[src/sv/assembly_nx_quartile_scan_top_macros.svh]
// assertion macros for the assembly nx quartile scan block
// used by the rtl files in this folder, no other dependencies
`ifndef ASSEMBLY_NX_QUARTILE_SCAN_TOP_MACROS_SVH
`define ASSEMBLY_NX_QUARTILE_SCAN_TOP_MACROS_SVH

`ifndef SYNTHESIS
// same-cycle implication
`define AQS_ASSERT_IMP(label, clk, rst_n, ante, cons) \
    label: assert property (@(posedge clk) disable iff (!(rst_n)) (ante) |-> (cons)) \
        else $error("%m: assertion failed");
// next-cycle implication
`define AQS_ASSERT_NXT(label, clk, rst_n, ante, cons) \
    label: assert property (@(posedge clk) disable iff (!(rst_n)) (ante) |=> (cons)) \
        else $error("%m: assertion failed");
`else
`define AQS_ASSERT_IMP(label, clk, rst_n, ante, cons)
`define AQS_ASSERT_NXT(label, clk, rst_n, ante, cons)
`endif

`endif

[src/sv/aqs_pkg.sv]
// shared types and constants for the assembly nx quartile scan block
// no dependencies
`default_nettype none

package aqs_pkg;

    localparam int LengthBits = 32;
    localparam int InW        = 32;
    localparam int CntW       = 32;
    localparam int SumW       = 48;
    localparam int PctW       = 7;
    localparam int TpW        = SumW + PctW;
    localparam int StatValW   = 32;
    localparam int StatIdW    = 4;
    localparam int NumStats   = 16;
    localparam int NumQuart   = 3;
    localparam int NumLimits  = 5;
    localparam int NumNx      = 4;
    localparam int StatOlBase = 3;
    localparam int StatNxBase = 8;
    localparam int CfgAddrW   = 3;
    localparam int CfgDataW   = 48;
    localparam int QueueDepth = 2;
    localparam int TuserW     = StatIdW + 1;

    localparam logic [InW-1:0] LenMask = InW'((64'd1 << LengthBits) - 64'd1);

    localparam logic [NumLimits-1:0][InW-1:0] Limits = {
        32'd1000000, 32'd100000, 32'd10000, 32'd1000, 32'd500
    };

    // config register indexes
    typedef enum logic [CfgAddrW-1:0] {
        RegTotalLength, RegSeqCount, RegGenomeLength, RegPctA, RegPctB
    } t_cfg_reg;

    typedef struct packed {
        logic [NumStats-1:0]                avail;
        logic [NumStats-1:0][StatValW-1:0] value;
    } t_snap;

endpackage

`default_nettype wire

[src/sv/aqs_queue.sv]
// two-entry queue of finished result sets between front and back
// depends on aqs_pkg and the assertion macro header
`default_nettype none
`include "assembly_nx_quartile_scan_top_macros.svh"

module aqs_queue (
    input  logic           i_clk,
    input  logic           i_rst_n,
    input  logic           i_push,
    input  aqs_pkg::t_snap i_data,
    output logic           o_full,
    output logic           o_valid,
    output aqs_pkg::t_snap o_data,
    input  logic           i_pop
);
    import aqs_pkg::*;

    localparam int PtrW = $clog2(QueueDepth);
    localparam int CntQW = $clog2(QueueDepth + 1);
    localparam logic [PtrW-1:0]  LastPtr = PtrW'(QueueDepth - 1);
    localparam logic [CntQW-1:0] Full    = CntQW'(QueueDepth);

    t_snap             r_mem [QueueDepth];
    logic [PtrW-1:0]   r_wr_ptr, r_rd_ptr;
    logic [CntQW-1:0]  r_cnt;

    assign o_full  = r_cnt == Full;
    assign o_valid = r_cnt != '0;
    assign o_data  = r_mem[r_rd_ptr];

    always_ff @(posedge i_clk) begin
        if (!i_rst_n) begin
            r_wr_ptr <= '0;
            r_rd_ptr <= '0;
            r_cnt    <= '0;
        end else begin
            if (i_push) begin
                r_wr_ptr <= (r_wr_ptr == LastPtr) ? '0 : r_wr_ptr + 1'b1;
            end
            if (i_pop) begin
                r_rd_ptr <= (r_rd_ptr == LastPtr) ? '0 : r_rd_ptr + 1'b1;
            end
            case ({i_push, i_pop})
                2'b10:   r_cnt <= r_cnt + 1'b1;
                2'b01:   r_cnt <= r_cnt - 1'b1;
                default: r_cnt <= r_cnt;
            endcase
        end
    end

    always_ff @(posedge i_clk) begin
        if (i_push) begin
            r_mem[r_wr_ptr] <= i_data;
        end
    end

    `AQS_ASSERT_IMP(a_no_overflow, i_clk, i_rst_n, o_full && !i_pop, !i_push)

endmodule

`default_nettype wire

[config.mk]
export PLATFORM = sky130hd
export DESIGN_NAME = aqs_queue
export DESIGN_NICKNAME = d
export VERILOG_FILES = /design/src/sv/aqs_pkg.sv /design/src/sv/aqs_queue.sv
export VERILOG_INCLUDE_DIRS = /design/src /design/src/sv
export SDC_FILE = /design/constraint.sdc
export NUM_CORES = 1
export LEC_CHECK = 0
export BUFFER_PORTS_ARGS = -buffer_cell sky130_fd_sc_hd__buf_2
export CAP_MARGIN = 40
export CORE_AREA = 8 8 406 408
export DETAILED_ROUTE_END_ITERATION = 6
export DIE_AREA = 0 0 414 416
export GPL_ROUTABILITY_DRIVEN = 0
export GPL_TIMING_DRIVEN = 0
export PLACE_DENSITY_LB_ADDON = 0.3
export SLEW_MARGIN = 40
export SYNTH_ARGS = -nofsm -noshare
export SYNTH_HDL_FRONTEND = slang
export SYNTH_SLANG_ARGS = --single-unit
[constraint.sdc]
create_clock -name i_clk -period 25.6 [get_ports i_clk]
set_clock_uncertainty 0.1 [all_clocks]
set_input_delay 3.84 -clock i_clk [delete_from_list [all_inputs] [get_ports i_clk]]
set_output_delay 3.84 -clock i_clk [all_outputs]
set_load 0.01 [all_outputs]
=== Word level (Yosys, flattened, before mapping) ===
Memory sizes are Yosys's and may differ from the RTL's. A register that Yosys moved wholly into a read port is not among the register bits.
Index checks and enable logic that the tools add are counted.

* Bits of input ports: 532
* Word-level logic and storage cells: 20
* Memory bits (writable): 1056
* Memories: 1
* Flip-flop bits (word level): 4
* Output and inout bits: 530

* Multiplexer cells: 7
* Equal/unequal tests: 3
* Add/subtract/negate cells: 4
* Reductions and logical operators: 2

{| class="wikitable"
|+ Memories
! name !! depth !! width !! rd ports !! clocked after memory_dff !! write ports !! RTL line !! source
|-
| r_mem || 2 || 528 || 1 || 1 || 1 || aqs_queue.sv:23 || <nowiki>t_snap r_mem [QueueDepth];</nowiki>
|}

{| class="wikitable"
|+ Operator list
! operator !! count
|-
| two-way mux 1 bit || 6
|-
| equality test 2 bit (second input constant) || 2
|-
| one-hot mux 2 bit (2 select lines) || 1
|-
| nonzero test 2 bit || 2
|-
| adder 1 bit (second input constant) || 2
|-
| adder 2 x 1 -> 2 bit (second input constant) || 1
|-
| equality test 2 x 1 -> 1 bit (second input constant) || 1
|-
| subtractor 2 x 1 -> 2 bit (second input constant) || 1
|}

=== Depth between registers and ports, before layout ===
Gate-level depths: netlist (run 1).

* Word-level depth: 4
* Depth in mapped cells: 5
* Gate-level depth less buffers: 5

=== Least setup slack after synthesis (run 1) ===
Ideal clock, no wire load.

* Path kind: input to register
* Start point: in i_push
* End point: reg r_wr_ptr
* Cell stages on the path: 3
* Buffers on the path: 0
* Path slack: -2182 ps
* Required time: 25337 ps
* Setup time: 163 ps
* Data arrival time: 27519 ps
* Cells stage by stage: inv_1 -> nor2_1 -> o21a_1

{| class="wikitable"
|+ RTL lines
! item !! RTL line !! source
|-
| start, declared || aqs_queue.sv:9 || <nowiki>input logic i_push,</nowiki>
|-
| end signal, assigned || aqs_queue.sv:38 || <nowiki>r_wr_ptr <= (r_wr_ptr == LastPtr) ? '0 : r_wr_ptr + 1'b1;</nowiki>
|-
| end, declared || aqs_queue.sv:24 || <nowiki>logic [PtrW-1:0] r_wr_ptr, r_rd_ptr;</nowiki>
|}

==> run metrics, run 1 <==
status=complete, no violations; Final nets=~3.4k; total power=~0.004 W; pwr dens=approximately 80 mW/mm^2; RSZ-0062 raised after global routing=no; max-cap viol count=0; peak supply drop=55.8 uV; Period Utilization, post-route=24.9%; Tmin final=~6.4 ns; Slew Limit Fails=0; CP Cell Sequence=buf_4, buf_6, buf_6, mux2_2, buf_2; Post-Syn Area per Cell=23.1 um^2; Synth Register Bits=between 1k and 1.5k; final core occ=approximately a third; Hold Fails Final Rpt=0; Hold/Removal Path Class=register to register; most frequent cells in the layout=1,061 x buf_2, 1,056 x edfxtp_1, 527 x mux2_2; Max FO, Critical Path=10; Net Sw Frac=23.6%; vias in the first global route=roughly 22k; Hold Buf Count CTS=0; total clock buffers created by CTS=roughly 120; # rows=147; CP dominant cell by count=buf_6; Worst Setup Start Kind=register; CTS root buf=clkbuf_16; final cell count without fillers=approximately 5.1k; crit path kind=register to output pin; Clk Latency, worst-skew pair=between 0.7 and 0.8 ns; io pins=1,062; first-pass GRT wire length=166 mm; Crit path required time=around 22 ns; post-CTS sizing=0; M1 GR Usage=14.3%; Cells after DPL=~5k; critical path capture point type=output pin; Max Clk Rate=0.157 GHz; count of cell types in the netlist=19; Reg clk slew, reported paths=0.06 ns; crit-path max cell delay=between 0.4 and 0.5 ns; clk buf depth=3; worst hold start=r_cnt[1]; Int Pwr=approximately 0.0031 W; ANT nets after route=0; DRT Pass-1 Iters=5; slowest CP cell=mux2_2; CP arrival=approximately 2.5 ns; Rel. slew slack=69.8%; initial antenna violation count=between 80 and 90; routed length per instance=approximately 24 um; Starting Density=approximately 24%; post-CTS setup repair buffer count=0; total global-route track usage=13.5%; global routing's busiest layer=met2; port bufs=1,061; synth warn=0; H-tree depth=3; Seq/Total Area, Yosys=between 80 and 90%; Congestion Overflow GR=0; Pleak=~19 nW; routed via count=about 21k; die width=between 400 and 500 um; CTS tree=done; share of layout cells above drive strength 1=61.9%; total net switching power=roughly 0.00097 W; remaining routing DRC violations=0; Die Y=416 um; largest net degree at the start of global routing=37; Sequential Power Share=between 40% and 50%; commonest non-fill, non-tap cell in the layout=buf_2; Reg2Reg Depth=10; Synthesized Nets=roughly 2.2k; core area=~0.16 mm^2; CTS sink cnt=1,061; area grow syn2layout=33.1%; DP Wirelength=a little under 100 mm; hold path cells=2; Clk pwr share=39.1%; number of fill cells=15.7k; DIE AREA=between 0.15 and 0.2 mm^2; final WL=123 mm; final setup vio count=0; Cells after Synth=roughly 1.7k; synthesized area=~0.039 mm^2; 1st-iter DRT viols=roughly 1.2k; GR Layer Usage met2=between 20% and 30%; GRT met3 Usage=slightly below 6%; Worst Tran Pin Value=0.452 ns; Via density=between 4 and 5; R2R Path Start=r_wr_ptr; Logic pwr share=around 12%
-- layout make-up --
type | instances | area, um^2 | area share, %
antenna | 43 | 108 | 0.210
clock buffer | 155 | 3090 | 6.03
inverter | 1 | 3.75 | 0.00732
timing repair buffer | 1116 | 6370 | 12.4
tap | 2086 | 2610 | 5.09
multi-input combinational | 544 | 6070 | 11.8
sequential | 1061 | 31800 | 62.0
buffer | 59 | 661 | 1.29
clock inverter | 56 | 566 | 1.10
-- cell usage after synthesis, drive strengths merged --
cell | count | area share (%)
edfxtp | 1056 | 82
mux2 | 528 | 15
buf | 59 | 1.7
dfxtp | 5 | 0.26
and2 | 4 | 0.065
xnor2 | 2 | 0.045
a21boi | 1 | 0.019
and2b | 1 | 0.019
ha | 1 | 0.032
inv | 1 | 0.0097
nor2 | 1 | 0.0097
nor2b | 1 | 0.016
o21a | 1 | 0.019
o21ai | 1 | 0.013
or2 | 1 | 0.016
or3 | 1 | 0.016
xor2 | 1 | 0.023
-- state kept, by name (all words and copies together) (netlist names), named ones only --
signal    flops
r_mem      1056
r_cnt         2
r_rd_ptr      1
r_wr_ptr      1
-- stage by stage --
stage               hold slack (ns)  setup slack [ns]  instance area, um^2  setup TNS (ns)
floorplan                     0.369              7.25                38500               0
global placement              0.403             -2.78                46500        -1455.51
detailed placement            0.428             18.95                47500               0
CTS                           0.440             18.99                51200               0
global route                  0.489             19.01                51300               0
finish                        0.436             19.21                51300               0
-- layer usage --
metal | up-vias | part of all wire [%] | wire (um)
li1 | 9251 | - | -
met5 | - | 0.23 | 288
met2 | 748 | 51 | 62500
met4 | 44 | 3.3 | 4010
met3 | 227 | 8.8 | 10800
met1 | 10500 | 37 | 45000
-- worst paths after layout --
path | to | slack, ns
hold / removal | r_cnt[1] | 0.44
hold reg to reg | r_cnt[1] | 0.44
setup reg to reg | r_mem[0][201] | 22.65
setup / recovery | o_data[338] | 19.21
-- logic make-up (layout without fill, tap and decap cells) --
family / Yosys count / after routing / synth area share (%)
muxes: 528 / 528 / 15.4
xor gates and xnor gates: 3 / 3 / 0.0682
adders and majority gates: 1 / 1 / 0.0325
other: 0 / 43 / 0
AOI/OAI and AO/OA: 3 / 3 / 0.0520
DFF: 1061 / 1061 / 82.6
buffers and inverters: 60 / 1387 / 1.72
and+or+nand+nor: 9 / 9 / 0.143
-- power by group through the flow --
| stage | clock network [W] | logic (W) | registers, W |
|---|---|---|---|
| floorplan | 0 | 0.000226 | 0.00210 |
| global placement | 0 | 0.000462 | 0.00214 |
| detailed placement | 0 | 0.000489 | 0.00206 |
| CTS | 0.00166 | 0.000491 | 0.00203 |
| global route | 0.00172 | 0.000509 | 0.00203 |
| finish | 0.00161 | 0.000477 | 0.00203 |
-- worst max-delay path, delay by kind of cell (launching register included) --
kind                   cells  cell delay [ns]
multiplexers               1             0.42
flip-flops                 1             0.30
buffers and inverters      4             0.95
Note: power is estimated with default switching activity, not from simulation.
==> inputs of run 2 (changes only) <==
--- a/config.mk
+++ b/config.mk
@@ -8,9 +8,9 @@
 export LEC_CHECK = 0
 export BUFFER_PORTS_ARGS = -buffer_cell sky130_fd_sc_hd__buf_2
 export CAP_MARGIN = 40
-export CORE_AREA = 8 8 406 408
+export CORE_AREA = 8 8 409 411
 export DETAILED_ROUTE_END_ITERATION = 6
-export DIE_AREA = 0 0 414 416
+export DIE_AREA = 0 0 417 419
 export GPL_ROUTABILITY_DRIVEN = 0
 export GPL_TIMING_DRIVEN = 0
 export PLACE_DENSITY_LB_ADDON = 0.3
==> constraint.sdc (replaced) <==
create_clock -name i_clk -period 6.6 [get_ports i_clk]
set_clock_uncertainty 0.1 [all_clocks]
set_input_delay 0.99 -clock i_clk [delete_from_list [all_inputs] [get_ports i_clk]]
set_output_delay 0.99 -clock i_clk [all_outputs]
set_load 0.01 [all_outputs]
==> run 2 against run 1 <==
Compared with the run above: count of clock-buffer cells in the layout decreased by 6; clock power increased to 3.8 times the previous value; cell count increased by 1.0%; critical path depth unchanged; total power increased to 3.9 times the previous value; highest routed layer unchanged; setup slack got worse by 16 ns.
==> run metrics, run 2 (synthesized netlist as in run 1, its figures left out) <==
core area=0.161 mm^2 (was 0.159 mm^2); Tmin final=between 3 and 4 ns; total clock buffers created by CTS=115 (was 117); 1st-iter DRT viols=1,202 (was 1,187); area grow syn2layout=33.4% (was 33.1%); DRT Pass-1 Iters=5 (unchanged); Die Y=419 um (was 416 um); Max Clk Rate=around 0.30 GHz; share of layout cells above drive strength 1=62.1% (was 61.9%); worst hold slack=0.354 ns (was 0.436 ns); ANT nets after route=0 (unchanged); DP Wirelength=93.4 mm (was 96.0 mm); peak supply drop=201 uV (was 55.8 uV); max-cap viol count=0 (unchanged); H-tree depth=3 (unchanged); CTS tree=done (unchanged); CTS sink cnt=1,061 (unchanged); post-CTS sizing=0 (unchanged); total global-route track usage=12.9% (was 13.5%); Clk Latency, worst-skew pair=0.70 ns (was 0.73 ns); Pleak=18.8 nW (about the same); pwr dens=308 mW/mm^2 (was 80.1 mW/mm^2); Rel. slew slack=66.5% (was 69.8%); Starting Density=23.9% (was 24.2%); largest net degree at the start of global routing=37 (unchanged); initial antenna violation count=39 (was 81); die width=417 um (was 414 um); Setup WS post-layout=3.22 ns (was 19.21 ns); RSZ-0062 raised after global routing=no (unchanged); Period Utilization, post-route=around half; biggest regs=r_mem (1056), r_cnt (2) (unchanged); critical path capture point type=output pin (unchanged); Crit path required time=5.51 ns (was 21.66 ns); routed via count=20.7k (was 20.8k); clk buf depth=3 (unchanged); Hold Fails Final Rpt=0 (unchanged); Worst Setup Start Kind=register (unchanged); vias in the first global route=21.1k (was 21.7k); post-CTS setup repair buffer count=0 (unchanged); port bufs=1,061 (unchanged); first-pass GRT wire length=162 mm (was 166 mm); final core occ=31.9% (was 32.3%); status=complete, no violations (unchanged); io pins=1,062 (unchanged); Hold Buf Count CTS=0 (unchanged); Max FO, Critical Path=10 (unchanged); Via density=3.99 (was 4.06); # rows=148 (was 147); Final TNS setup=0 ns (unchanged); Hold/Removal Path Class=input port to register (was register to register); remaining routing DRC violations=0 (unchanged); max reg flops=1,056 (unchanged); DIE AREA=0.175 mm^2 (was 0.172 mm^2); routed length per instance=23.2 um (was 23.9 um); Congestion Overflow GR=0 (unchanged); crit path kind=register to output pin (unchanged); final setup vio count=0 (unchanged); commonest non-fill, non-tap cell in the layout=buf_2 (unchanged); CTS root buf=clkbuf_16 (unchanged); Reg clk slew, reported paths=0.06 ns (about the same); CP arrival=2.29 ns (was 2.45 ns); Largest Register=r_mem (unchanged); final WL=120 mm (was 123 mm); Final nets=3,430 (was 3,433); DP Worst Slack=2.47 ns (was 18.95 ns); Worst Tran Pin Value=0.502 ns (was 0.452 ns); Slew Limit Fails=0 (unchanged); most frequent cells in the layout=1,061 x buf_2, 1,056 x edfxtp_1, 527 x mux2_2 (unchanged)
==> run 2: cell count changes in the layout (fill, tap and decap cells not counted), moves of 2 or more <==
cell and change:
clkinv_1 -2, inv_6 -2, clkinv_2 +7, clkinv_4 +4, buf_8 -14, clkbuf_1 -5
buf_16 +12, clkinvlp_4 -3, diode_2 -32
==> run 2: power by group <==
| part | total [W] | switching (W) | internal (W) |
|---|---|---|---|
| clock network | 0.00611 | 0.00263 | 0.00349 |
| registers | 0.00786 | 0.0000635 | 0.00780 |
| logic | 0.00185 | 0.00102 | 0.000826 |
==> run 2: routing by layer <==
layer / wire length (um) / global-route usage (%)
met1: 44700 / 14.4
met2: 63600 / 23.7
met3: 8750 / 4.07
met4: 2940 / 3.64
met5: 102 / 0
==> run 2: critical path, stage by stage, from the launching register on <==
cell and delay (ns):
dfxtp_1 0.30, buf_4 0.17, buf_6 0.26, buf_6 0.23, mux2_2 0.42, buf_2 0.17
==> run 2: worst paths after layout <==
path	startpoint	endpoint	slack, ns	cells after the start
min	i_data[436]	r_mem[1][436]	0.35	1
max reg2reg	r_wr_ptr	r_mem[0][86]	3.45	12
min reg2reg	r_cnt[1]	r_cnt[1]	0.41	2
max	register	o_data[257]	3.22	5
==> run 2: area by class of cell <==
class                   count  area, um^2
flip-flops and latches   1061       31800
multi-input cells         544        6070
inverters                   1        16.3
repair buffers           1115        6510
diodes                     11        27.5
clock buffers             149        3050
fillers                 15900      110000
plain buffers              59         661
well taps                2175        2720
clock inverters            58         528
==> run 2: metrics by stage <==
step	cells	area [um^2]	total power, W
finish	5173	51400	0.0158
global route	5166	51400	0.0164
CTS	5162	51400	0.0161
detailed placement	4955	47800	0.00989
global placement	4901	46600	0.00989
floorplan	1665	38600	0.00894
