$ cat src/sv/assembly_nx_quartile_scan_top_macros.svh
// assertion macros for the assembly nx quartile scan block
// used by the rtl files in this folder, no other dependencies
`ifndef ASSEMBLY_NX_QUARTILE_SCAN_TOP_MACROS_SVH
`define ASSEMBLY_NX_QUARTILE_SCAN_TOP_MACROS_SVH

`ifndef SYNTHESIS
// same-cycle implication
`define AQS_ASSERT_IMP(label, clk, rst_n, ante, cons) \
    label: assert property (@(posedge clk) disable iff (!(rst_n)) (ante) |-> (cons)) \
        else $error("%m: assertion failed");
// next-cycle implication
`define AQS_ASSERT_NXT(label, clk, rst_n, ante, cons) \
    label: assert property (@(posedge clk) disable iff (!(rst_n)) (ante) |=> (cons)) \
        else $error("%m: assertion failed");
`else
`define AQS_ASSERT_IMP(label, clk, rst_n, ante, cons)
`define AQS_ASSERT_NXT(label, clk, rst_n, ante, cons)
`endif

`endif

$ cat src/sv/aqs_pkg.sv
// shared types and constants for the assembly nx quartile scan block
// no dependencies
`default_nettype none

package aqs_pkg;

    localparam int LengthBits = 32;
    localparam int InW        = 32;
    localparam int CntW       = 32;
    localparam int SumW       = 48;
    localparam int PctW       = 7;
    localparam int TpW        = SumW + PctW;
    localparam int StatValW   = 32;
    localparam int StatIdW    = 4;
    localparam int NumStats   = 16;
    localparam int NumQuart   = 3;
    localparam int NumLimits  = 5;
    localparam int NumNx      = 4;
    localparam int StatOlBase = 3;
    localparam int StatNxBase = 8;
    localparam int CfgAddrW   = 3;
    localparam int CfgDataW   = 48;
    localparam int QueueDepth = 2;
    localparam int TuserW     = StatIdW + 1;

    localparam logic [InW-1:0] LenMask = InW'((64'd1 << LengthBits) - 64'd1);

    localparam logic [NumLimits-1:0][InW-1:0] Limits = {
        32'd1000000, 32'd100000, 32'd10000, 32'd1000, 32'd500
    };

    // config register indexes
    typedef enum logic [CfgAddrW-1:0] {
        RegTotalLength, RegSeqCount, RegGenomeLength, RegPctA, RegPctB
    } t_cfg_reg;

    typedef struct packed {
        logic [NumStats-1:0]                avail;
        logic [NumStats-1:0][StatValW-1:0] value;
    } t_snap;

endpackage

`default_nettype wire

$ cat src/sv/aqs_back.sv
// back part: walks a queued result set and drives one result per transfer
// depends on aqs_pkg and the assertion macro header
`default_nettype none
`include "assembly_nx_quartile_scan_top_macros.svh"

module aqs_back (
    input  logic                          i_clk,
    input  logic                          i_rst_n,
    input  logic                          i_q_valid,
    input  aqs_pkg::t_snap                i_q_data,
    output logic                          o_pop,
    output logic                          o_valid,
    input  logic                          i_ready,
    output logic [aqs_pkg::StatIdW-1:0]   o_stat_id,
    output logic [aqs_pkg::StatValW-1:0]  o_stat_value,
    output logic                          o_available,
    output logic                          o_last
);
    import aqs_pkg::*;

    localparam logic [StatIdW-1:0] LastId = StatIdW'(NumStats - 1);

    logic                 r_valid;
    logic [StatIdW-1:0]   r_idx;
    logic [StatIdW-1:0]   r_id;
    logic [StatValW-1:0]  r_value;
    logic                 r_avail, r_last;
    logic                 adv, load;

    assign adv   = !r_valid || i_ready;
    assign load  = adv && i_q_valid;
    assign o_pop = load && (r_idx == LastId);

    assign o_valid      = r_valid;
    assign o_stat_id    = r_id;
    assign o_stat_value = r_value;
    assign o_available  = r_avail;
    assign o_last       = r_last;

    always_ff @(posedge i_clk) begin
        if (!i_rst_n) begin
            r_valid <= 1'b0;
            r_idx   <= '0;
        end else begin
            if (adv) begin
                r_valid <= i_q_valid;
            end
            if (load) begin
                r_idx <= (r_idx == LastId) ? '0 : r_idx + 1'b1;
            end
        end
    end

    always_ff @(posedge i_clk) begin
        if (load) begin
            r_id    <= r_idx;
            r_value <= i_q_data.value[r_idx];
            r_avail <= i_q_data.avail[r_idx];
            r_last  <= r_idx == LastId;
        end
    end

    `AQS_ASSERT_NXT(a_idx_wrap, i_clk, i_rst_n, o_pop, r_idx == '0)

endmodule

`default_nettype wire

$ cat config.mk
export PLATFORM = sky130hd
export DESIGN_NAME = aqs_back
export DESIGN_NICKNAME = d
export VERILOG_FILES = /design/src/sv/aqs_pkg.sv /design/src/sv/aqs_back.sv
export VERILOG_INCLUDE_DIRS = /design/src /design/src/sv
export SDC_FILE = /design/constraint.sdc
export NUM_CORES = 1
export LEC_CHECK = 0
export BUFFER_PORTS_ARGS = -buffer_cell sky130_fd_sc_hd__buf_2
export CAP_MARGIN = 20
export CORE_AREA = 4 4 217 219
export CTS_CLUSTER_DIAMETER = 80
export CTS_CLUSTER_SIZE = 24
export DETAILED_ROUTE_END_ITERATION = 16
export DIE_AREA = 0 0 221 223
export SLEW_MARGIN = 10
export SYNTH_ARGS = -nofsm -noshare
export SYNTH_HDL_FRONTEND = slang
export SYNTH_SLANG_ARGS = --single-unit
export TNS_END_PERCENT = 1
$ cat constraint.sdc
create_clock -name i_clk -period 4.6 [get_ports i_clk]
set_input_delay 0.23 -clock i_clk [delete_from_list [all_inputs] [get_ports i_clk]]
set_output_delay 0.23 -clock i_clk [all_outputs]
set_load 0.02 [all_outputs]
# --- After elaboration in Yosys (flattened, before gate mapping) ---
# Index checks and enable logic that the tools add are counted.
op_classes:
  n_addsub: 1
  mul: 0
  div_mod_pow: 0
  n_lt_le_gt_ge: 1
  eq_ne: 1
  n_shift: 0
  n_mux: 5
  bitwise: 0
  n_reduce_logical: 4
ops:
  columns: ["cell", "n"]
  rows:
  - ["32-bit binary-select mux with 4-bit select", 1]
  - ["32-bit two-way mux", 1]
  - ["4-bit by 5-bit less-than comparator with 1-bit output, second input constant", 1]
  - ["4-bit by 1-bit adder with 4-bit output, second input constant", 1]
  - ["1-bit binary-select mux with 4-bit select", 1]
  - ["4-bit == test, second input constant", 1]
  - ["4-bit two-way mux", 1]
  - ["1-bit logical AND", 2]
  - ["1-bit zero test", 1]
  - ["1-bit logical OR", 1]
  - ["1-bit two-way mux", 1]
word_totals:
  reg_bits: 43
  latch_bits: 0
  mem_bits_rw: 0
  rom_bits: 0
  in_bits: 532
  output_inout_bits: 40
  word_cells: 18
  mem_count: 0

# --- Longest topological paths before layout ---
# Gate-level depths: netlist (run 1).
logic_depth:
  ltp_word: 4
  depth_mapped: 6
  depth_no_buf: 4

# --- Worst setup path after synthesis (run 1) ---
# OpenSTA, ideal clock, no wires.
synth_timing:
  kind: "reg-to-reg"
  start: "register r_valid (netlist: o_valid)"
  end: "register r_idx[3]"
  setup_time_ns: 0.223
  arrival_ns: 2.436
  t_required_ns: 4.377
  path_slack_ns: 1.941
  path_stages_with_launch: 4
  period_less_slack_ns: 2.659
  cell_sequence: "dfxtp_1 > nor2b_1 > nor2_1 > a311oi_1"
synth_via:
  elab_chain_cells: 3
synth_lines:
  columns: ["item", "line", "source"]
  rows:
  - ["from (decl)", "aqs_back.sv:23", "logic r_valid;"]
  - ["from (signal assigned)", "aqs_back.sv:46", "r_valid <= i_q_valid;"]
  - ["1-bit zero test", "aqs_back.sv:30", "assign adv = !r_valid || i_ready;"]
  - ["1-bit logical OR", "aqs_back.sv:30", null]
  - ["1-bit logical AND", "aqs_back.sv:31", "assign load = adv && i_q_valid;"]
  - ["via load", "aqs_back.sv:28", "logic adv, load;"]
  - ["to (signal assigned)", "aqs_back.sv:49", "r_idx <= (r_idx == LastId) ? '0 : r_idx + 1'b1;"]
  - ["to (decl)", "aqs_back.sv:24", "logic [StatIdW-1:0] r_idx;"]
# The timed path passes the listed nets, and every way through them passes these cells.
# A chain may end at the register's enable or synchronous reset.

# --- Worst setup path after layout (run 1) ---
layout_timing:
  start: "register r_idx[2]"
  end: "output o_pop"
layout_via:
  elab_chain_cells: 2
layout_lines:
  columns: ["item", "line", "source"]
  rows:
  - ["4-bit == test", "aqs_back.sv:32", "assign o_pop = load && (r_idx == LastId);"]
  - ["1-bit logical AND", "aqs_back.sv:32", null]
  - ["to (decl)", "aqs_back.sv:11", "output logic o_pop,"]
# No other way between the ends.

==> metrics.log, run 1 <==
INFO  metric run_status = finished clean
INFO  metric largest_net_degree_at_the_start_of_global_routing = 70
INFO  metric finalCriticalPeriod = 2524 ps
INFO  metric intPower = 1128 uW
INFO  metric fin_area = 8821 sq um
INFO  metric row_count = 78
INFO  metric synth.yosys.warnings = 0
INFO  metric synth_top_cells_by_count = 132 x sky130_fd_sc_hd__mux4_2, 66 x sky130_fd_sc_hd__o22ai_1, 38 x sky130_fd_sc_hd__edfxtp_1, 34 x sky130_fd_sc_hd__nor2_1, 14 x sky130_fd_sc_hd__buf_2
INFO  metric remaining_drc_errors = 0
INFO  metric yosys_top_cell_area_share = 56.84%
INFO  metric place_hpwl = 28.11 mm
INFO  metric post_layout_util = 19.56%
INFO  metric hold_violations = 0
INFO  metric first_pass_grt_wire_length = 47.15 mm
INFO  metric detailed_routing_iteration_count_for_the_pre_antenna_repair_pass = 4
INFO  metric die_h = 223 microns
INFO  metric vias = 6,387
INFO  metric synth_top_cells_by_area = sky130_fd_sc_hd__mux4_2 57%, sky130_fd_sc_hd__edfxtp_1 22%, sky130_fd_sc_hd__o22ai_1 7.9%, sky130_fd_sc_hd__buf_6 2.6%, sky130_fd_sc_hd__nor2_1 2.4%
INFO  metric synth_top_flop_cell = sky130_fd_sc_hd__edfxtp_1
INFO  metric post-synth-top-area-cell = sky130_fd_sc_hd__mux4_2
INFO  metric min_period_over_period = 54.86%
INFO  metric number_of_flops_mapped_to_enable_cells_by_yosys = 38
INFO  metric floorplan.initialDensity = 11.60%
INFO  metric syn_to_final_growth = 68.66%
INFO  metric required = 4370 ps
INFO  metric ctsHtreeMaxLevel = 2
INFO  metric relative_contribution_of_the_clock_network_to_total_power = 28.8%
INFO  metric p_switching = 525.9 uW
INFO  metric critical_path_type = reg2out
INFO  metric numCtsBuffers = 5
INFO  metric worstPathArrival = 2290 ps
INFO  metric yosysMostFrequentCell = sky130_fd_sc_hd__mux4_2
INFO  metric cts-hold-fix-buffers = 0
INFO  metric worst_clock_skew = 11.67 ps
INFO  metric total_of_max_cap_violations = 0
INFO  metric share_of_power_burned_in_combinational_logic = 41.5%
INFO  metric synth_cell_types = 25
INFO  metric clockBufferDepth = 2
INFO  metric total_power = 1654 uW
INFO  metric setup-violations-final = 0
INFO  metric synth.ff_latch_count = 43
INFO  metric path_clk_slew = 80 ps
INFO  metric dpl-instance-area = 8633 sq um
INFO  metric buffer_type_at_the_clock_tree_root = sky130_fd_sc_hd__clkbuf_16
INFO  metric slew_headroom = 20.34%
INFO  metric gp_congestion = 1.020
INFO  metric power_frac_seq = 29.7%
INFO  metric maxClockFrequency = 0.3963 GHz
INFO  metric later_pin_clock_latency_in_the_skew_report = 330 ps
INFO  metric postSynth.asyncResetShare = 0%
INFO  metric final_net_count = 1,420
INFO  metric post_cts_resize_count = 0
INFO  metric grt_setup_unrepaired = no
INFO  metric synth.net_count = 882
INFO  metric drive_gt1_share = 81.64%
INFO  metric design.portCount = 572
INFO  metric drt_first_iter_violations = 356
INFO  metric hold_path.class = in2reg
INFO  metric die_w = 221 microns
INFO  metric cellLeakagePower = 0.003713 uW
INFO  metric sw_frac_of_total = 31.79%
INFO  metric power_density = 187.5 nW/um^2
INFO  metric numClockSinks = 43
INFO  metric routed_wirelength = 34.18 mm
INFO  metric route.detailed.vias_per_inst = 4.275
INFO  metric worstMarginPinSlew = 1195 ps
INFO  metric port_buffers = 571
INFO  metric wl_per_cell = 22.88 microns
INFO  metric max-vdd-ir-drop = 122.8 uV
INFO  metric grt_usage = 13.04%
INFO  metric globalRoute.totalOverflow = 0
INFO  metric fp.dieArea = 49,280 sq um
INFO  metric first_global_vias = 6,964
INFO  metric synthesis.area = 5230 sq um
INFO  metric maxSlewViolCount = 0
INFO  metric route.antenna.remaining_nets = 0
INFO  metric endpoint_kind = output pin
INFO  metric critical_path_fanout_max = 37
INFO  metric finalSetupTns = 0 ps
INFO  metric placeableCoreArea = 45,090 sq um
INFO  metric syn-mean-instance-area = 14.99 sq um
INFO  metric number_of_antenna_violations_at_the_first_check_in_global_routing = 10
INFO  metric post_syn_instances = 349
INFO  metric postCtsSetupRepairBufs = 0
INFO  metric yosysSeqAreaShare = 23.73%
INFO  metric timing.critical_path.from_type = register
INFO  metric cts_tree = yes
## flip-flops by register name (all words and copies together), names as in the netlist
name,cells
o_available,1
o_last,1
o_stat_id,4
r_idx,4
o_stat_value,32
o_valid,1
## kinds of logic after synthesis
logic type | share of synthesized area [%]
AO/OA/AOI/OAI | 8.948
adder cells (fa/ha/maj) | 0.2392
buffers and inverters | 6.364
flip-flops | 23.73
multiplexers | 56.84
AND/OR/NAND/NOR | 3.876
## path summary, 6_finish.rpt
check / from / end / slack [ps] / depth (start not counted)
worst min-delay path: i_q_valid / r_idx[1] / 170 / 3
worst min register to register: r_idx[0] / r_idx[0] / 540 / 2
worst max register to register: r_idx[1] / o_stat_value[8] / 2160 / 4
worst max-delay path: r_idx[2] / o_pop / 2080 / 4
## power by group through the flow
stage               Sequential, uW  Clock, uW  Combinational (uW)
detailed placement             502          0                 692
global route                   496        520                 734
global placement               501          0                 687
CTS                            493        516                 694
floorplan                      527          0                 336
finish                         491        476                 687
## critical path: stages, from the launching register on
cell	delay (ps)
sky130_fd_sc_hd__dfxtp_4	710
sky130_fd_sc_hd__buf_4	560
sky130_fd_sc_hd__nand3_1	290
sky130_fd_sc_hd__nor3_1	190
sky130_fd_sc_hd__buf_2	210
## final cells by class
cell class | instances | area (sq um)
multi-input cells | 255 | 3671
fillers | 5001 | 36270
well taps | 600 | 750.7
flip-flops and latches | 43 | 1252
repair buffers | 577 | 2940
diodes | 6 | 15.01
clock inverters | 3 | 47.55
clock buffers | 5 | 125.1
inverters | 5 | 18.77
## per-stage QoR
step | std cells | hold WS, ps | setup WS [ps]
2_1_floorplan | 349 | 377.7 | 1941
3_3_place_gp | 1480 | 509.5 | 2150
3_5_place_dp | 1480 | 518.1 | 2044
4_1_cts | 1488 | 137.9 | 1932
5_1_grt | 1491 | 163.7 | 1941
6_report | 1494 | 168.4 | 2076
## layout by cell type (no fill, tap or decap), types with 4 or more instances in the layout
| cell | n |
|---|---|
| sky130_fd_sc_hd__diode_2 | 6 |
| sky130_fd_sc_hd__o22ai_1 | 66 |
| sky130_fd_sc_hd__mux4_2 | 132 |
| sky130_fd_sc_hd__buf_2 | 571 |
| sky130_fd_sc_hd__inv_1 | 5 |
| sky130_fd_sc_hd__clkbuf_16 | 5 |
| sky130_fd_sc_hd__a21oi_1 | 4 |
| sky130_fd_sc_hd__edfxtp_1 | 38 |
| sky130_fd_sc_hd__nor2_1 | 33 |
## layer usage
layer	vias up	track usage, %	share of wire (%)
li1	2676	-	-
met1	3157	14.67	37
met2	488	21.83	49
met3	58	4.658	9.5
met4	8	6.745	4.2
met5	-	0	0.16
Note: power is estimated with default switching activity, not from simulation.
==> inputs of run 2 (changes only) <==
--- a/config.mk
+++ b/config.mk
@@ -6,13 +6,14 @@
 export SDC_FILE = /design/constraint.sdc
 export NUM_CORES = 1
 export LEC_CHECK = 0
+export ABC_AREA = 1
 export BUFFER_PORTS_ARGS = -buffer_cell sky130_fd_sc_hd__buf_2
 export CAP_MARGIN = 20
-export CORE_AREA = 4 4 217 219
+export CORE_AREA = 4 4 223 225
 export CTS_CLUSTER_DIAMETER = 80
 export CTS_CLUSTER_SIZE = 24
 export DETAILED_ROUTE_END_ITERATION = 16
-export DIE_AREA = 0 0 221 223
+export DIE_AREA = 0 0 227 229
 export SLEW_MARGIN = 10
 export SYNTH_ARGS = -nofsm -noshare
 export SYNTH_HDL_FRONTEND = slang
==> constraint.sdc (replaced) <==
create_clock -name i_clk -period 2.4 [get_ports i_clk]
set_input_delay 0.12 -clock i_clk [delete_from_list [all_inputs] [get_ports i_clk]]
set_output_delay 0.12 -clock i_clk [all_outputs]
set_load 0.02 [all_outputs]
==> metrics.log, run 2 <==
INFO  metric fp.dieArea = 51,980 sq um
INFO  metric hold-worst-slack = 86.44 ps
INFO  metric drt_first_iter_violations = 569
INFO  metric hold_violations = 0
INFO  metric route.antenna.remaining_nets = 0
INFO  metric final_net_count = 2,829
INFO  metric post-place-cells = 2,904
INFO  metric postSynth.asyncResetShare = 0%
INFO  metric path_clk_slew = 80 ps
INFO  metric power_density = 319.4 nW/um^2
INFO  metric design.portCount = 572
INFO  metric number_of_flops_mapped_to_enable_cells_by_yosys = 38
INFO  metric critical_path_type = reg2out
INFO  metric total_power = 3849 uW
INFO  metric run_status = finished clean
INFO  metric largest_reg_flops = 32
INFO  metric fin_area = 12,050 sq um
INFO  metric synth_top_cells_by_area = sky130_fd_sc_hd__nand2_1 35%, sky130_fd_sc_hd__inv_1 21%, sky130_fd_sc_hd__nand3_1 19%, sky130_fd_sc_hd__edfxtp_1 13%, sky130_fd_sc_hd__buf_2 2.8%
INFO  metric remaining_drc_errors = 0
INFO  metric critical_path_fanout_max = 114
INFO  metric finalNonFillerCells = 2,917
INFO  metric routed_wirelength = 44.40 mm
INFO  metric maxClockFrequency = 0.5073 GHz
INFO  metric synth.ff_latch_count = 43
INFO  metric number_of_antenna_violations_at_the_first_check_in_global_routing = 12
INFO  metric synth_cell_types = 21
INFO  metric worstHoldEndpoint = r_idx[2]
INFO  metric postCtsSetupRepairBufs = 0
INFO  metric timing.rr.end = o_stat_value[4]
INFO  metric worstMarginPinSlew = 580.0 ps
INFO  metric row_count = 80
INFO  metric mostFrequentLayoutCells = 800 x sky130_fd_sc_hd__nand2_1, 571 x sky130_fd_sc_hd__buf_2, 484 x sky130_fd_sc_hd__inv_1
INFO  metric clockBufferDepth = 2
INFO  metric timing.critical_path.from_type = register
INFO  metric syn_to_final_growth = 41.10%
INFO  metric grt_setup_unrepaired = no
INFO  metric syn-mean-instance-area = 4.757 sq um
INFO  metric mostFrequentLayoutCell = sky130_fd_sc_hd__nand2_1
INFO  metric finalSetupTns = 0 ps
INFO  metric wl_per_cell = 15.22 microns
INFO  metric numCtsBuffers = 5
INFO  metric seqCellArea = 1250 sq um
INFO  metric buffer_type_at_the_clock_tree_root = sky130_fd_sc_hd__clkbuf_16
INFO  metric synth_top_flop_cell = sky130_fd_sc_hd__edfxtp_1
INFO  metric min_path_cells = 3
INFO  metric port_buffers = 571
INFO  metric hold_path.class = in2reg
INFO  metric gp_congestion = 0.8899
INFO  metric synthesis.area = 8539 sq um
INFO  metric worstPathArrival = 1850 ps
INFO  metric floorplan.initialDensity = 17.96%
INFO  metric cts-hold-fix-buffers = 0
INFO  metric cts_tree = yes
INFO  metric post-synth-top-area-cell = sky130_fd_sc_hd__nand2_1
INFO  metric holdCritStartpoint = i_rst_n
INFO  metric place_hpwl = 36.52 mm
INFO  metric route.detailed.vias_per_inst = 4.015
INFO  metric synth.net_count = 2,328
INFO  metric multi_input_area = 4747 sq um
INFO  metric min_period_over_period = 82.14%
INFO  metric yosysMostFrequentCell = sky130_fd_sc_hd__nand2_1
INFO  metric detailed_routing_iteration_count_for_the_pre_antenna_repair_pass = 7
INFO  metric placeableCoreArea = 47,550 sq um
INFO  metric setup-violations-final = 0
INFO  metric dpl-instance-area = 11,890 sq um
INFO  metric cellLeakagePower = 0.008216 uW
INFO  metric first_pass_grt_wire_length = 64.29 mm
INFO  metric max-vdd-ir-drop = 221.4 uV
INFO  metric maxSlewViolCount = 0
INFO  metric die_w = 227 microns
INFO  metric yosys_top_cell_area_share = 35.16%
INFO  metric fillers = 5,616
INFO  metric synth_top_cells_by_count = 800 x sky130_fd_sc_hd__nand2_1, 485 x sky130_fd_sc_hd__inv_1, 332 x sky130_fd_sc_hd__nand3_1, 47 x sky130_fd_sc_hd__buf_2, 38 x sky130_fd_sc_hd__edfxtp_1
INFO  metric yosysSeqAreaShare = 14.53%
INFO  metric worst_clock_skew = 13.97 ps
INFO  metric grt_usage = 16.05%
INFO  metric vias = 11,713
INFO  metric ff2ff_setup_slack = 530 ps
INFO  metric largest_net_degree_at_the_start_of_global_routing = 115
INFO  metric drive_gt1_share = 27.34%
INFO  metric post_syn_instances = 1,795
INFO  metric globalRoute.totalOverflow = 0
INFO  metric post_cts_resize_count = 0
INFO  metric die_h = 229 microns
INFO  metric endpoint_kind = output pin
INFO  metric reg2reg_depth = 10
INFO  metric total_of_max_cap_violations = 0
INFO  metric reg2reg_launch_point = r_idx[0]
INFO  metric first_global_vias = 11,022
INFO  metric required = 2280 ps
INFO  metric numClockSinks = 43
INFO  metric synth.yosys.warnings = 0
INFO  metric slew_headroom = 61.24%
INFO  metric finalCriticalPeriod = 1971 ps
INFO  metric later_pin_clock_latency_in_the_skew_report = 310 ps
INFO  metric ctsHtreeMaxLevel = 2
run 2: changes by cell type in the layout (fill, tap and decap cells not counted), sizes merged, moves of 2 or more:
cell and delta:
o22ai -66, nand2b -3, nor2 -30, nand3 +329, mux4 -132, nand2 +798, clkinvlp +2, inv +496
buf +21
run 2: cell families after synthesis:
family                   Yosys count  synth area share [%]
AO/OA/AOI/OAI                      6                0.3809
adder cells (fa/ha/maj)            1                0.1465
buffers and inverters            607                 29.93
flip-flops                        43                 14.53
AND/OR/NAND/NOR                 1138                 55.00
run 2: area by class of cell:
class,instances,area share [%]
multi-input cells,1145,39.40
repair buffers,598,26.75
inverters,503,15.75
flip-flops and latches,43,10.37
well taps,615,6.386
clock buffers,5,1.038
clock inverters,3,0.1973
diodes,5,0.1038
run 2: per-stage QoR:
step | setup WS, ps | util (%)
after floorplan | 583.1 | -
after global placement | 486.0 | 25.00
after detailed placement | 494.4 | 25.00
after CTS | 353.2 | 25.32
after global routing | 257.2 | 25.34
final | 428.8 | 25.34
run 2: worst max path at each step:
stage / startpoint / slack (ps) / depth (start not counted) / to
detailed placement: r_idx[0] / 490 / 10 / o_stat_value[20]
global placement: r_idx[0] / 490 / 9 / o_stat_value[0]
CTS: r_idx[0] / 350 / 5 / o_pop
global route: r_idx[0] / 260 / 5 / o_pop
floorplan: o_valid / 580 / 6 / r_idx[2]
finish: r_idx[0] / 430 / 5 / o_pop
run 2: critical path, stage by stage, from the launching register on:
cell and delay (ps):
sky130_fd_sc_hd__dfxtp_4 430, sky130_fd_sc_hd__buf_12 400, sky130_fd_sc_hd__ha_1 310, sky130_fd_sc_hd__nand2_1 100, sky130_fd_sc_hd__nor2_1 110, sky130_fd_sc_hd__buf_2 190
run 2: power breakdown:
group	internal (uW)	switching [uW]
registers	920	57.5
clock network	391	360
logic	840	1280
total	2150	1700
run 2: per-layer routing:
metal	track usage, %	wire length, microns
met1	22.23	20190
met2	25.26	19310
met3	2.945	3563
met4	5.049	1298
met5	0	38
==> inputs of run 3 (changes only) <==
==> constraint.sdc (replaced) <==
create_clock -name i_clk -period 1.85 [get_ports i_clk]
set_input_delay 0.0925 -clock i_clk [delete_from_list [all_inputs] [get_ports i_clk]]
set_output_delay 0.0925 -clock i_clk [all_outputs]
set_load 0.02 [all_outputs]
==> metrics.log, run 3 (synthesis gave the netlist of run 2 again) <==
INFO  metric number_of_antenna_violations_at_the_first_check_in_global_routing = 13
INFO  metric later_pin_clock_latency_in_the_skew_report = 300 ps
INFO  metric vias = 12,008
INFO  metric buffer_type_at_the_clock_tree_root = sky130_fd_sc_hd__clkbuf_16
INFO  metric total_of_max_cap_violations = 0
INFO  metric numClockSinks = 43
INFO  metric port_buffers = 571
INFO  metric syn_to_final_growth = 46.29%
INFO  metric reg2reg_launch_point = r_idx[0]
INFO  metric min_path_cells = 3
INFO  metric critical_path_type = reg2reg
INFO  metric grt_usage = 16.03%
INFO  metric ff2ff_setup_slack = 50 ps
INFO  metric largest_net_degree_at_the_start_of_global_routing = 94
INFO  metric clockBufferDepth = 2
INFO  metric fp.dieArea = 51,980 sq um
INFO  metric gp_congestion = 0.8899
INFO  metric place_hpwl = 36.51 mm
INFO  metric path_clk_slew = 70 ps
INFO  metric finalNonFillerCells = 2,947
INFO  metric endpoint_kind = register
INFO  metric die_h = 229 microns
INFO  metric run_status = finished clean
INFO  metric drt_first_iter_violations = 645
INFO  metric detailed_routing_iteration_count_for_the_pre_antenna_repair_pass = 5
INFO  metric cellLeakagePower = 0.008447 uW
INFO  metric maxClockFrequency = 0.5543 GHz
INFO  metric drive_gt1_share = 28.39%
INFO  metric holdCritStartpoint = i_rst_n
INFO  metric die_w = 227 microns
INFO  metric route.antenna.remaining_nets = 0
INFO  metric mostFrequentLayoutCells = 798 x sky130_fd_sc_hd__nand2_1, 571 x sky130_fd_sc_hd__buf_2, 483 x sky130_fd_sc_hd__inv_1
INFO  metric globalRoute.totalOverflow = 0
INFO  metric first_global_vias = 11,395
INFO  metric first_pass_grt_wire_length = 64.25 mm
INFO  metric setup-violations-final = 0
INFO  metric power_density = 414.4 nW/um^2
INFO  metric cts_tree = yes
INFO  metric required = 2010 ps
INFO  metric timing.rr.end = o_stat_value[23]
INFO  metric remaining_drc_errors = 0
INFO  metric worstMarginPinSlew = 597.5 ps
INFO  metric largest_reg_flops = 32
INFO  metric ctsHtreeMaxLevel = 2
INFO  metric final_net_count = 2,860
INFO  metric worst_clock_skew = 8.618 ps
INFO  metric numCtsBuffers = 5
INFO  metric maxSlewViolCount = 0
INFO  metric min_period_over_period = 97.52%
INFO  metric mostFrequentLayoutCell = sky130_fd_sc_hd__nand2_1
INFO  metric cts-hold-fix-buffers = 0
INFO  metric post-place-cells = 2,930
INFO  metric worstPathArrival = 1970 ps
INFO  metric placeableCoreArea = 47,550 sq um
INFO  metric hold_violations = 0
INFO  metric critical_path_fanout_max = 93
INFO  metric worstHoldEndpoint = r_idx[2]
INFO  metric row_count = 80
INFO  metric max-vdd-ir-drop = 289.6 uV
INFO  metric slew_headroom = 60.08%
INFO  metric finalCriticalPeriod = 1804 ps
INFO  metric reg2reg_depth = 8
INFO  metric grt_setup_unrepaired = yes
INFO  metric finalSetupTns = 0 ps
INFO  metric hold_path.class = in2reg
INFO  metric floorplan.initialDensity = 17.96%
INFO  metric routed_wirelength = 44.90 mm
INFO  metric timing.critical_path.from_type = register
INFO  metric route.detailed.vias_per_inst = 4.075
INFO  metric wl_per_cell = 15.23 microns
INFO  metric design.portCount = 572
[run 3: cell types whose count changed in the layout (fill, tap and decap cells not counted), moves of 2 or more]
cell / previous run / this run
sky130_fd_sc_hd__buf_4: 14 / 29
sky130_fd_sc_hd__buf_16: 0 / 3
sky130_fd_sc_hd__buf_12: 13 / 23
sky130_fd_sc_hd__nand2_1: 800 / 798
sky130_fd_sc_hd__nand2_2: 0 / 2
[run 3: report_power, final]
| part | leakage [uW] | total [uW] | switching (uW) | internal (uW) |
|---|---|---|---|---|
| Sequential | 0.000416 | 1270 | 72.6 | 1190 |
| Combinational | 0.00796 | 2980 | 1730 | 1260 |
| Clock | 0.0000669 | 926 | 425 | 500 |
[run 3: critical path, cell delays in order (launching register included)]
cell                      delay [ps]
sky130_fd_sc_hd__dfxtp_4         430
sky130_fd_sc_hd__buf_16          310
sky130_fd_sc_hd__buf_4           270
sky130_fd_sc_hd__nand2_1          60
sky130_fd_sc_hd__nand2_1          70
sky130_fd_sc_hd__nand2_1          50
sky130_fd_sc_hd__nand3_1          80
sky130_fd_sc_hd__nand3_1         220
sky130_fd_sc_hd__nand2_1         120
[run 3: cell type report]
class                   instances  area (sq um)
multi-input cells            1146          4763
clock inverters                 2         12.51
inverters                     503          1903
diodes                          4         10.01
fillers                      5600         35050
repair buffers                628          3655
flip-flops and latches         43          1250
clock buffers                   6         128.9
well taps                     615         769.5
[run 3: worst max-delay path by stage]
stage                        start  slack (ps)  cells after the start          endpoint
after floorplan            o_valid          30                      6          r_idx[2]
after global placement    r_idx[0]          50                     10  o_stat_value[15]
after detailed placement  r_idx[3]         -50                      6   o_stat_value[4]
after CTS                 r_idx[0]           4                      5             o_pop
after global routing      r_idx[0]         -50                      5             o_pop
final                     r_idx[0]          50                      8  o_stat_value[23]
[run 3: stage by stage]
stage	cell area, sq um	utilization, %	total power [uW]	hold slack, ps	setup slack (ps)
after global routing	12490	26.27	5628	55.95	-52.18
after floorplan	8539	-	2882	215.6	33.10
final	12490	26.27	5177	50.40	45.87
after detailed placement	12230	25.73	4255	367.4	-49.42
after global placement	12230	25.73	4267	365.6	53.29
after CTS	12380	26.04	5229	33.21	3.744
[run 3: routing by layer]
metal	up-vias	track usage [%]	part of all wire (%)
met5	-	0	0.14
met4	10	5.484	3.2
met3	81	2.817	8.1
met2	553	25.95	44
met1	5129	21.51	44
li1	6235	-	-
[run 3: timing repair]
action / CTS / global route
gates resized for setup: 0 / 9
pin swaps: 1 / 1
buffers inserted: 0 / 3
cloned: 1 / 1
endpoints found under the setup margin: 6 / 17
